<file path="src/design/nic_register_block_core_defines.svh">
// Assertion macros shared by the NIC register block RTL.
// Uses of these macros expect signals named clk and rst_n in the enclosing module.
`ifndef NIC_REGISTER_BLOCK_CORE_DEFINES_SVH
`define NIC_REGISTER_BLOCK_CORE_DEFINES_SVH

`ifndef SYNTH

// Same-cycle implication, disabled while reset is asserted.
`define NRB_ASSERT_IMP(label, ante, cons, msg) \
  label: assert property (@(posedge clk) disable iff (!rst_n) (ante) |-> (cons)) \
    else $error(msg);

// Next-cycle implication, disabled while reset is asserted.
`define NRB_ASSERT_NXT(label, ante, cons, msg) \
  label: assert property (@(posedge clk) disable iff (!rst_n) (ante) |=> (cons)) \
    else $error(msg);

`else

`define NRB_ASSERT_IMP(label, ante, cons, msg)
`define NRB_ASSERT_NXT(label, ante, cons, msg)

`endif

`endif

</file>
<file path="src/design/nrb_pkg.sv">
// Package for the NIC register block: request/response types, controller
// states and commands, register offsets and reset values. No dependencies.
`timescale 1ns / 1ps
`default_nettype none

package nrb_pkg;

  typedef struct packed {
    logic        func;
    logic [2:0]  bar_select;
    logic [3:0]  access_size;
    logic [15:0] reg_offset;
    logic [31:0] write_data;
  } nrb_req_t;

  typedef struct packed {
    logic [31:0] read_data;
    logic        irq_pulse;
    logic        unhandled;
    logic        tx_kick;
    logic        rx_inject_request;
  } nrb_rsp_t;

  typedef enum logic [1:0] {
    ST_IDLE,
    ST_EXEC,
    ST_RESP
  } nrb_state_t;

  typedef struct packed {
    logic capture;
    logic execute;
  } nrb_cmd_t;

  localparam logic       FUNC_READ  = 1'b0;
  localparam logic       FUNC_WRITE = 1'b1;
  localparam logic [2:0] BAR_MAIN   = 3'd0;
  localparam logic [3:0] SIZE_WORD  = 4'd4;

  localparam logic [15:0] OFF_CTRL   = 16'h0000;
  localparam logic [15:0] OFF_STATUS = 16'h0008;
  localparam logic [15:0] OFF_EERD   = 16'h0014;
  localparam logic [15:0] OFF_MDIC   = 16'h0020;
  localparam logic [15:0] OFF_ICR    = 16'h00c0;
  localparam logic [15:0] OFF_ICS    = 16'h00c8;
  localparam logic [15:0] OFF_IMS    = 16'h00d0;
  localparam logic [15:0] OFF_IMC    = 16'h00d8;
  localparam logic [15:0] OFF_RDBAL  = 16'h2800;
  localparam logic [15:0] OFF_RDBAH  = 16'h2804;
  localparam logic [15:0] OFF_RDLEN  = 16'h2808;
  localparam logic [15:0] OFF_RDH    = 16'h2810;
  localparam logic [15:0] OFF_RDT    = 16'h2818;
  localparam logic [15:0] OFF_TDBAL  = 16'h3800;
  localparam logic [15:0] OFF_TDBAH  = 16'h3804;
  localparam logic [15:0] OFF_TDLEN  = 16'h3808;
  localparam logic [15:0] OFF_TDH    = 16'h3810;
  localparam logic [15:0] OFF_TDT    = 16'h3818;

  localparam logic [31:0] STATUS_RESET = 32'h8008_0783;
  localparam logic [31:0] MDIC_RESET   = 32'h0800_0000;

  localparam logic [31:0] BASE_LO_MASK  = 32'hffff_ff80;
  localparam logic [31:0] EERD_DONE     = 32'h1100_0020;
  localparam logic [31:0] MDIC_ADDR_MASK = 32'h03ff_0000;
  localparam logic [31:0] MDIC_READY    = 32'h1000_0000;
  localparam logic [4:0]  PHY_REG_CTRL  = 5'd0;
  localparam logic [4:0]  PHY_REG_STAT  = 5'd1;
  localparam logic [15:0] PHY_CTRL_VAL  = 16'h1140;
  localparam logic [15:0] PHY_STAT_VAL  = 16'h796d;
  localparam logic [19:0] RING_MIN_BYTES = 20'd128;

  // A ring is usable when its base is nonzero and 128-byte aligned, its length
  // is a nonzero multiple of 128 and both pointers lie below length/16.
  function automatic logic ring_ok(input logic [63:0] base, input logic [19:0] bytes,
                                   input logic [15:0] head, input logic [15:0] tail);
    logic [15:0] entries;
    entries = bytes[19:4];
    return (base != 64'd0) && (base[6:0] == 7'd0) && (bytes >= RING_MIN_BYTES) &&
           (bytes[6:0] == 7'd0) && (head < entries) && (tail < entries);
  endfunction

endpackage

`default_nettype wire

</file>
<file path="src/design/nrb_ctrl.sv">
// Sequencer for the NIC register block: IDLE -> EXEC -> RESP per request.
// Depends on nrb_pkg and the assertion macros header.
`timescale 1ns / 1ps
`default_nettype none
`include "nic_register_block_core_defines.svh"

module nrb_ctrl (
  input  logic              clk,
  input  logic              rst_n,
  input  logic              in_valid,
  output logic              in_ready,
  output logic              out_valid,
  input  logic              out_ready,
  output nrb_pkg::nrb_cmd_t cmd
);
  import nrb_pkg::*;

  nrb_state_t state_r;
  nrb_state_t state_nxt;

  always_ff @(posedge clk) begin
    if (!rst_n) begin
      state_r <= ST_IDLE;
    end else begin
      state_r <= state_nxt;
    end
  end

  always_comb begin
    state_nxt   = state_r;
    in_ready    = 1'b0;
    out_valid   = 1'b0;
    cmd.capture = 1'b0;
    cmd.execute = 1'b0;
    case (state_r)
      ST_IDLE: begin
        in_ready = 1'b1;
        if (in_valid) begin
          cmd.capture = 1'b1;
          state_nxt   = ST_EXEC;
        end
      end
      ST_EXEC: begin
        cmd.execute = 1'b1;
        state_nxt   = ST_RESP;
      end
      ST_RESP: begin
        // hold the response until the sink takes it
        out_valid = 1'b1;
        if (out_ready) begin
          state_nxt = ST_IDLE;
        end
      end
      default: begin
        state_nxt = ST_IDLE;
      end
    endcase
  end

  `NRB_ASSERT_IMP(a_ready_excl_valid, in_ready, !out_valid, "in_ready with out_valid")
  `NRB_ASSERT_NXT(a_capture_to_exec, cmd.capture, cmd.execute, "capture not followed by execute")
  `NRB_ASSERT_NXT(a_exec_to_resp, cmd.execute, out_valid, "execute not followed by response")

endmodule

`default_nettype wire

</file>
<file path="src/design/nrb_dp.sv">
// Datapath for the NIC register block: request latch, register file,
// decode/update logic and response register. Depends on nrb_pkg and macros header.
`timescale 1ns / 1ps
`default_nettype none
`include "nic_register_block_core_defines.svh"

module nrb_dp (
  input  logic              clk,
  input  logic              rst_n,
  input  nrb_pkg::nrb_cmd_t cmd,
  input  nrb_pkg::nrb_req_t in_data,
  output nrb_pkg::nrb_rsp_t out_data
);
  import nrb_pkg::*;

  nrb_req_t req_r;
  nrb_rsp_t rsp_r;
  nrb_rsp_t rsp_nxt;

  logic [31:0] ctrl_r, ctrl_nxt;
  logic [31:0] status_r, status_nxt;
  logic [31:0] eerd_r, eerd_nxt;
  logic [31:0] mdic_r, mdic_nxt;
  logic [31:0] icr_r, icr_nxt;
  logic [31:0] ims_r, ims_nxt;
  logic [63:0] rx_base_r, rx_base_nxt;
  logic [63:0] tx_base_r, tx_base_nxt;
  logic [19:0] rx_len_r, rx_len_nxt;
  logic [19:0] tx_len_r, tx_len_nxt;
  logic [15:0] rx_head_r, rx_head_nxt;
  logic [15:0] rx_tail_r, rx_tail_nxt;
  logic [15:0] tx_head_r, tx_head_nxt;
  logic [15:0] tx_tail_r, tx_tail_nxt;

  logic        tail_wr;
  logic        rdt_wr;
  logic        rx_ok;
  logic        tx_ok;
  logic [4:0]  phy_reg;
  logic [15:0] phy_answer;

  always_ff @(posedge clk) begin
    if (cmd.capture) begin
      req_r <= in_data;
    end
    if (cmd.execute) begin
      rsp_r <= rsp_nxt;
    end
  end

  always_ff @(posedge clk) begin
    if (!rst_n) begin
      ctrl_r    <= '0;
      status_r  <= STATUS_RESET;
      eerd_r    <= '0;
      mdic_r    <= MDIC_RESET;
      icr_r     <= '0;
      ims_r     <= '0;
      rx_base_r <= '0;
      tx_base_r <= '0;
      rx_len_r  <= '0;
      tx_len_r  <= '0;
      rx_head_r <= '0;
      rx_tail_r <= '0;
      tx_head_r <= '0;
      tx_tail_r <= '0;
    end else if (cmd.execute) begin
      ctrl_r    <= ctrl_nxt;
      status_r  <= status_nxt;
      eerd_r    <= eerd_nxt;
      mdic_r    <= mdic_nxt;
      icr_r     <= icr_nxt;
      ims_r     <= ims_nxt;
      rx_base_r <= rx_base_nxt;
      tx_base_r <= tx_base_nxt;
      rx_len_r  <= rx_len_nxt;
      tx_len_r  <= tx_len_nxt;
      rx_head_r <= rx_head_nxt;
      rx_tail_r <= rx_tail_nxt;
      tx_head_r <= tx_head_nxt;
      tx_tail_r <= tx_tail_nxt;
    end
  end

  assign phy_reg    = req_r.write_data[20:16];
  assign phy_answer = (phy_reg == PHY_REG_STAT) ? PHY_STAT_VAL :
                      ((phy_reg == PHY_REG_CTRL) ? PHY_CTRL_VAL : 16'h0000);

  // Validity sees the tail value being written in this request.
  assign rx_ok = ring_ok(rx_base_r, rx_len_r, rx_head_r, rx_tail_nxt);
  assign tx_ok = ring_ok(tx_base_r, tx_len_r, tx_head_r, tx_tail_nxt);

  always_comb begin
    ctrl_nxt    = ctrl_r;
    status_nxt  = status_r;
    eerd_nxt    = eerd_r;
    mdic_nxt    = mdic_r;
    icr_nxt     = icr_r;
    ims_nxt     = ims_r;
    rx_base_nxt = rx_base_r;
    tx_base_nxt = tx_base_r;
    rx_len_nxt  = rx_len_r;
    tx_len_nxt  = tx_len_r;
    rx_head_nxt = rx_head_r;
    rx_tail_nxt = rx_tail_r;
    tx_head_nxt = tx_head_r;
    tx_tail_nxt = tx_tail_r;
    rsp_nxt     = '0;
    tail_wr     = 1'b0;
    rdt_wr      = 1'b0;

    if ((req_r.bar_select != BAR_MAIN) || (req_r.access_size != SIZE_WORD)) begin
      rsp_nxt.unhandled = 1'b1;
    end else if (req_r.func == FUNC_READ) begin
      case (req_r.reg_offset)
        OFF_ICR: begin
          // read clears the cause register
          rsp_nxt.read_data = icr_r;
          icr_nxt           = '0;
        end
        OFF_CTRL:   rsp_nxt.read_data = ctrl_r;
        OFF_STATUS: rsp_nxt.read_data = status_r;
        OFF_EERD:   rsp_nxt.read_data = eerd_r;
        OFF_MDIC:   rsp_nxt.read_data = mdic_r;
        OFF_IMS:    rsp_nxt.read_data = ims_r;
        OFF_RDLEN:  rsp_nxt.read_data = {12'd0, rx_len_r};
        OFF_RDH:    rsp_nxt.read_data = {16'd0, rx_head_r};
        OFF_RDT:    rsp_nxt.read_data = {16'd0, rx_tail_r};
        OFF_TDLEN:  rsp_nxt.read_data = {12'd0, tx_len_r};
        OFF_TDH:    rsp_nxt.read_data = {16'd0, tx_head_r};
        OFF_TDT:    rsp_nxt.read_data = {16'd0, tx_tail_r};
        OFF_RDBAL:  rsp_nxt.read_data = rx_base_r[31:0];
        OFF_RDBAH:  rsp_nxt.read_data = rx_base_r[63:32];
        OFF_TDBAL:  rsp_nxt.read_data = tx_base_r[31:0];
        OFF_TDBAH:  rsp_nxt.read_data = tx_base_r[63:32];
        default:    rsp_nxt.unhandled = 1'b1;
      endcase
    end else begin
      case (req_r.reg_offset)
        OFF_RDBAL: rx_base_nxt[31:0]  = req_r.write_data & BASE_LO_MASK;
        OFF_TDBAL: tx_base_nxt[31:0]  = req_r.write_data & BASE_LO_MASK;
        OFF_RDBAH: rx_base_nxt[63:32] = req_r.write_data;
        OFF_TDBAH: tx_base_nxt[63:32] = req_r.write_data;
        OFF_ICS: begin
          icr_nxt           = icr_r | req_r.write_data;
          rsp_nxt.irq_pulse = |(ims_r & req_r.write_data);
        end
        OFF_IMC: ims_nxt = ims_r & ~req_r.write_data;
        OFF_EERD: eerd_nxt = EERD_DONE | {31'd0, req_r.write_data[0]};
        OFF_MDIC: begin
          mdic_nxt = (req_r.write_data & MDIC_ADDR_MASK) | MDIC_READY | {16'd0, phy_answer};
        end
        OFF_ICR: begin
          // accept and drop
        end
        OFF_IMS: begin
          ims_nxt           = ims_r | req_r.write_data;
          rsp_nxt.irq_pulse = |(icr_r & req_r.write_data);
        end
        OFF_CTRL:   ctrl_nxt    = req_r.write_data;
        OFF_STATUS: status_nxt  = req_r.write_data;
        OFF_RDLEN:  rx_len_nxt  = {req_r.write_data[19:7], 7'd0};
        OFF_TDLEN:  tx_len_nxt  = {req_r.write_data[19:7], 7'd0};
        OFF_RDH:    rx_head_nxt = req_r.write_data[15:0];
        OFF_TDH:    tx_head_nxt = req_r.write_data[15:0];
        OFF_RDT: begin
          rx_tail_nxt = req_r.write_data[15:0];
          tail_wr     = 1'b1;
          rdt_wr      = 1'b1;
        end
        OFF_TDT: begin
          tx_tail_nxt = req_r.write_data[15:0];
          tail_wr     = 1'b1;
        end
        default: rsp_nxt.unhandled = 1'b1;
      endcase
    end

    rsp_nxt.tx_kick = tail_wr && rx_ok && tx_ok &&
                      (tx_head_r != tx_tail_nxt) && (rx_head_r != rx_tail_nxt);
    rsp_nxt.rx_inject_request = rdt_wr && (rx_tail_nxt != rx_tail_r) &&
                                !rsp_nxt.tx_kick && rx_ok && (rx_head_r != rx_tail_nxt);
  end

  assign out_data = rsp_r;

  `NRB_ASSERT_NXT(a_unh_reads_zero, cmd.execute,
                  !(rsp_r.unhandled && (rsp_r.read_data != 32'd0)),
                  "unhandled access returned data")
  `NRB_ASSERT_NXT(a_kick_inject_excl, cmd.execute,
                  !(rsp_r.tx_kick && rsp_r.rx_inject_request),
                  "tx kick and rx inject together")
  `NRB_ASSERT_IMP(a_irq_from_ics_ims, cmd.execute && rsp_nxt.irq_pulse,
                  (req_r.func == FUNC_WRITE) &&
                  ((req_r.reg_offset == OFF_ICS) || (req_r.reg_offset == OFF_IMS)),
                  "irq pulse without ICS or IMS write")

endmodule

`default_nettype wire

</file>
<file path="src/design/nic_register_block_core.sv">
// NIC register block (e1000-style register file), one 32-bit BAR access per request.
//
// Channels: in_valid/in_ready carry one access (in_data: func, BAR, size, offset,
// write data); out_valid/out_ready return one response per request (out_data: read
// data, irq pulse, unhandled flag, tx kick and rx inject doorbells).
// An accepted request is latched in IDLE, then decoded and committed in EXEC, and
// its response is valid from the commit until taken. The sequencer handles one
// request at a time (accept, execute, deliver), so the block takes no new request
// until the last response is taken. A stalled sink holds the response and keeps
// in_ready low; nothing is dropped.
// Reset (rst_n low, synchronous) returns the sequencer to idle and loads the
// register file reset values: STATUS 0x80080783, MDIC 0x08000000, all else zero.
// Depends on nrb_pkg, nrb_ctrl and nrb_dp.
`timescale 1ns / 1ps
`default_nettype none

module nic_register_block_core (
  input  logic              clk,
  input  logic              rst_n,
  input  logic              in_valid,
  output logic              in_ready,
  input  nrb_pkg::nrb_req_t in_data,
  output logic              out_valid,
  input  logic              out_ready,
  output nrb_pkg::nrb_rsp_t out_data
);
  import nrb_pkg::*;

  nrb_cmd_t cmd;

  nrb_ctrl u_ctrl (
    .clk       (clk),
    .rst_n     (rst_n),
    .in_valid  (in_valid),
    .in_ready  (in_ready),
    .out_valid (out_valid),
    .out_ready (out_ready),
    .cmd       (cmd)
  );

  nrb_dp u_dp (
    .clk      (clk),
    .rst_n    (rst_n),
    .cmd      (cmd),
    .in_data  (in_data),
    .out_data (out_data)
  );

endmodule

`default_nettype wire
</file>
<file path="config.mk">
export PLATFORM = sky130hd
export DESIGN_NAME = nic_register_block_core
export DESIGN_NICKNAME = d
export VERILOG_FILES = /design/src/design/nrb_pkg.sv /design/src/design/nrb_ctrl.sv /design/src/design/nrb_dp.sv /design/src/design/nic_register_block_core.sv
export VERILOG_INCLUDE_DIRS = /design/src /design/src/design
export SDC_FILE = /design/constraint.sdc
export NUM_CORES = 1
export LEC_CHECK = 0
export ABC_CLOCK_PERIOD_IN_PS = 3920
export BUFFER_PORTS_ARGS = -buffer_cell sky130_fd_sc_hd__buf_2
export CORE_AREA = 5 5 278 307
export CTS_BUF_LIST = sky130_fd_sc_hd__clkbuf_8 sky130_fd_sc_hd__clkbuf_16
export CTS_CLUSTER_DIAMETER = 150
export DETAILED_ROUTE_END_ITERATION = 8
export DIE_AREA = 0 0 283 312
export HOLD_SLACK_MARGIN = 0.02
export SYNTH_ARGS = -nofsm -noshare
export SYNTH_HDL_FRONTEND = slang
export SYNTH_HIERARCHICAL = 1
export SYNTH_SLANG_ARGS = --single-unit
</file>
<file path="constraint.sdc">
create_clock -name clk -period 3.92 [get_ports clk]
set_input_delay 0 -clock clk [delete_from_list [all_inputs] [get_ports clk]]
set_output_delay 0 -clock clk [all_outputs]
set_load 0.01 [all_outputs]
</file>
==> results.cfg <==
[die]
core_area_um2 = 81600
io-pin-count = 98
die_w_um = 283
core.rowCount = 110
die_area_um2 = 88300
initial_core_util_pct = 24.9
fp.dieH_um = 312

[clock_network]
htree_levels = 2
post_cts_buffers = 0
clkTransAtPathRegs_ns = 0.06
clock-root-buffer = clkbuf_16
worstSkewPairLatency_ns = 0.61
clockBufferDepth = 3
cts_tree = yes
cts-buffers-inserted = 49
cts_sinks = 442

[sta]
slew_violations = 0
slew_headroom_pct = 28.7
skew_ns = 0.0129
final-setup-viol-count = 0
max_freq_mhz = 272
tns_ns = 0
hold_viol = 0
fin_crit_sh_pct = 93.7
rsz0062_at_grt = false
tightest_slew_ns = 1.07
min_period_ns = 3.67

[logic_synthesis]
synthArstFlopShare_pct = 0
synth.top_cell.area_share_pct = 34.5
ys_seq_elements = 442
synthTopCellsByCount = 602 x nand2_1, 350 x dfxtp_1, 342 x a21oi_1
yosys_warnings = 6
synthFlopType = dfxtp_1
synthTopCellsByArea = dfxtp_1 34%, edfxtp_1 14%, nand2_1 11%
synth_cell_types = 69
synth_seq_area_share_pct = 48.1
yosysMostFrequentCell = nand2_1
syn_inst = 2365
synth_nets = 2473
synth.avg_cell_area_um2 = 8.59
netlist_area_um2 = 20300
yosysTopAreaCell = dfxtp_1
synth_edf_count = 92

[finish]
nets = 2577
final_area_um2 = 24500
reg.largest.list = u_dp/rx_base_r x57, u_dp/tx_base_r x57, u_dp/req_r x51
drive_gt1_share_pct = 12.2
area_growth_syn_to_layout_pct = 20.4

[pwr]
irDropWorstVdd_uv = 287
p_per_area_nw_per_um2 = 408
leakagePower_nw = 8.34

[global_routing]
grt_max_degree = 162
grt_pass1_vias = 18100
grt_antenna_before_repair = 4
grt_pass1_wl_um = 123000
overflow = 0
grt_usage_pct = 18.1

[setup_path]
cp-end-kind = flip-flop
worstPathArrival_ns = 4.10
cp.required_ns = 4.35
criticalPathCategory = flip-flop to flip-flop
critPathMaxFanout = 21
worstSetupStartpointType = flip-flop

[detailed_routing]
drc = 0
wl_per_cell_um = 23.5
wl_um = 83900
drt.antenna.violating_nets = 0
dr.pass1.iters = 7
first_iter_violations = 2681
viasPerCell = 5.41
vias = 19300

[placement]
io_buffer_count = 97
dp_hpwl_um = 57400
dpl_cell_area_um2 = 22200
gp_congestion = 0.961

[run_status]
outcome = finished clean

[hold_path]
hp-class = input pin to flip-flop

[job]
cap_violations = 0
[routing by layer]
metal	part of all wire, %	wire [um]	vias up	track usage [%]
li1	-	-	8726	-
met1	39	32700	9304	23.4
met2	47	39300	1083	30.3
met3	9.6	8070	213	2.79
met4	4.6	3840	2	7.35
met5	0.014	12	-	0
[worst max-delay path, cell delays in order (launching register included)]
cell and delay, ns:
edfxtp_1 0.36, nor4_1 0.34, buf_4 0.19, nand3_1 0.09, buf_4 0.21, nor3_2 0.25, buf_12 0.20, nor2_1 0.05
a21oi_1 0.16, inv_1 0.07, ha_1 0.26, and4_1 0.21, a221oi_1 0.29, o2111ai_1 0.13, or3_1 0.43, nor4_2 0.24
[per-stage QoR]
| stage | power (mW) | cells | hold slack [ns] | util (%) | setup slack [ns] |
|---|---|---|---|---|---|
| CTS | 10.0 | 3573 | 0.0789 | 29.9 | 0.162 |
| finish | 9.99 | 3575 | 0.103 | 30.0 | 0.246 |
| global route | 10.3 | 3573 | 0.104 | 30.0 | 0.00713 |
| floorplan | 5.14 | 2365 | 0.0989 | - | 0.274 |
| global placement | 5.42 | 3423 | 0.178 | 27.3 | 0.160 |
| detailed placement | 5.41 | 3423 | 0.180 | 27.3 | 0.175 |
[path summary, 6_finish.rpt]
kind | slack [ns] | cells after the start | from | endpoint
worst max register to register | 0.25 | 15 | u_dp/req_r[41] | u_dp/out_data[0]
worst min-delay path | 0.10 | 2 | in_data[16] | u_dp/phy_reg[0]
worst max-delay path | 0.25 | 15 | u_dp/req_r[41] | u_dp/out_data[0]
worst min register to register | 0.45 | 2 | u_dp/status_r[16] | u_dp/status_r[16]
[where the power goes]
group	switching, mW	internal (mW)
combinational	0.328	0.186
clock	1.96	2.66
sequential	0.140	4.72
[cell families after synthesis]
group	count (synthesis)	share of synthesized area [%]
fa+ha+maj	48	2.96
compound gates	631	20.0
mux	56	2.86
xor+xnor	60	2.59
simple gates	887	19.0
flops	442	48.1
buf+inv	241	4.56
[layout make-up]
cell class / instances / area (um2)
fill: 8523 / 57200
clock buffer: 63 / 1450
multi-input combinational: 1682 / 9720
timing repair buffer: 248 / 1850
antenna: 2 / 5.00
clock inverter: 28 / 153
inverter: 46 / 180
tap: 1064 / 1330
sequential: 442 / 9770
[timing repair]
item                                    4_1_cts  5_1_grt
endpoints found under the hold margin        67        0
gates resized for setup                       0        4
hold buffers                                 59        0
endpoints found under the setup margin        0        2
[cells in the final DEF, fill, tap and decap left out, drive strengths merged, types with 7 or more instances in the layout]
master | synthesis | layout
dfxtp | 350 | 350
o22ai | 8 | 8
a221oi | 34 | 34
nand3 | 35 | 35
a211oi | 7 | 7
clkbuf | 170 | 63
nor3 | 22 | 22
o21ai | 19 | 19
a22o | 14 | 14
nand4 | 37 | 37
nor2 | 95 | 95
a31oi | 21 | 21
mux2 | 16 | 16
ha | 48 | 48
nand2 | 602 | 602
a311oi | 43 | 43
a22oi | 59 | 59
edfxtp | 92 | 92
a21oi | 342 | 342
inv | 46 | 64
a222oi | 44 | 44
clkinv | 0 | 9
nor4 | 48 | 48
dlygate4sd3 | 0 | 59
and3 | 8 | 8
buf | 25 | 189
mux2i | 40 | 40
xnor2 | 32 | 32
xor2 | 28 | 28
(Power assumes the default switching activity.)
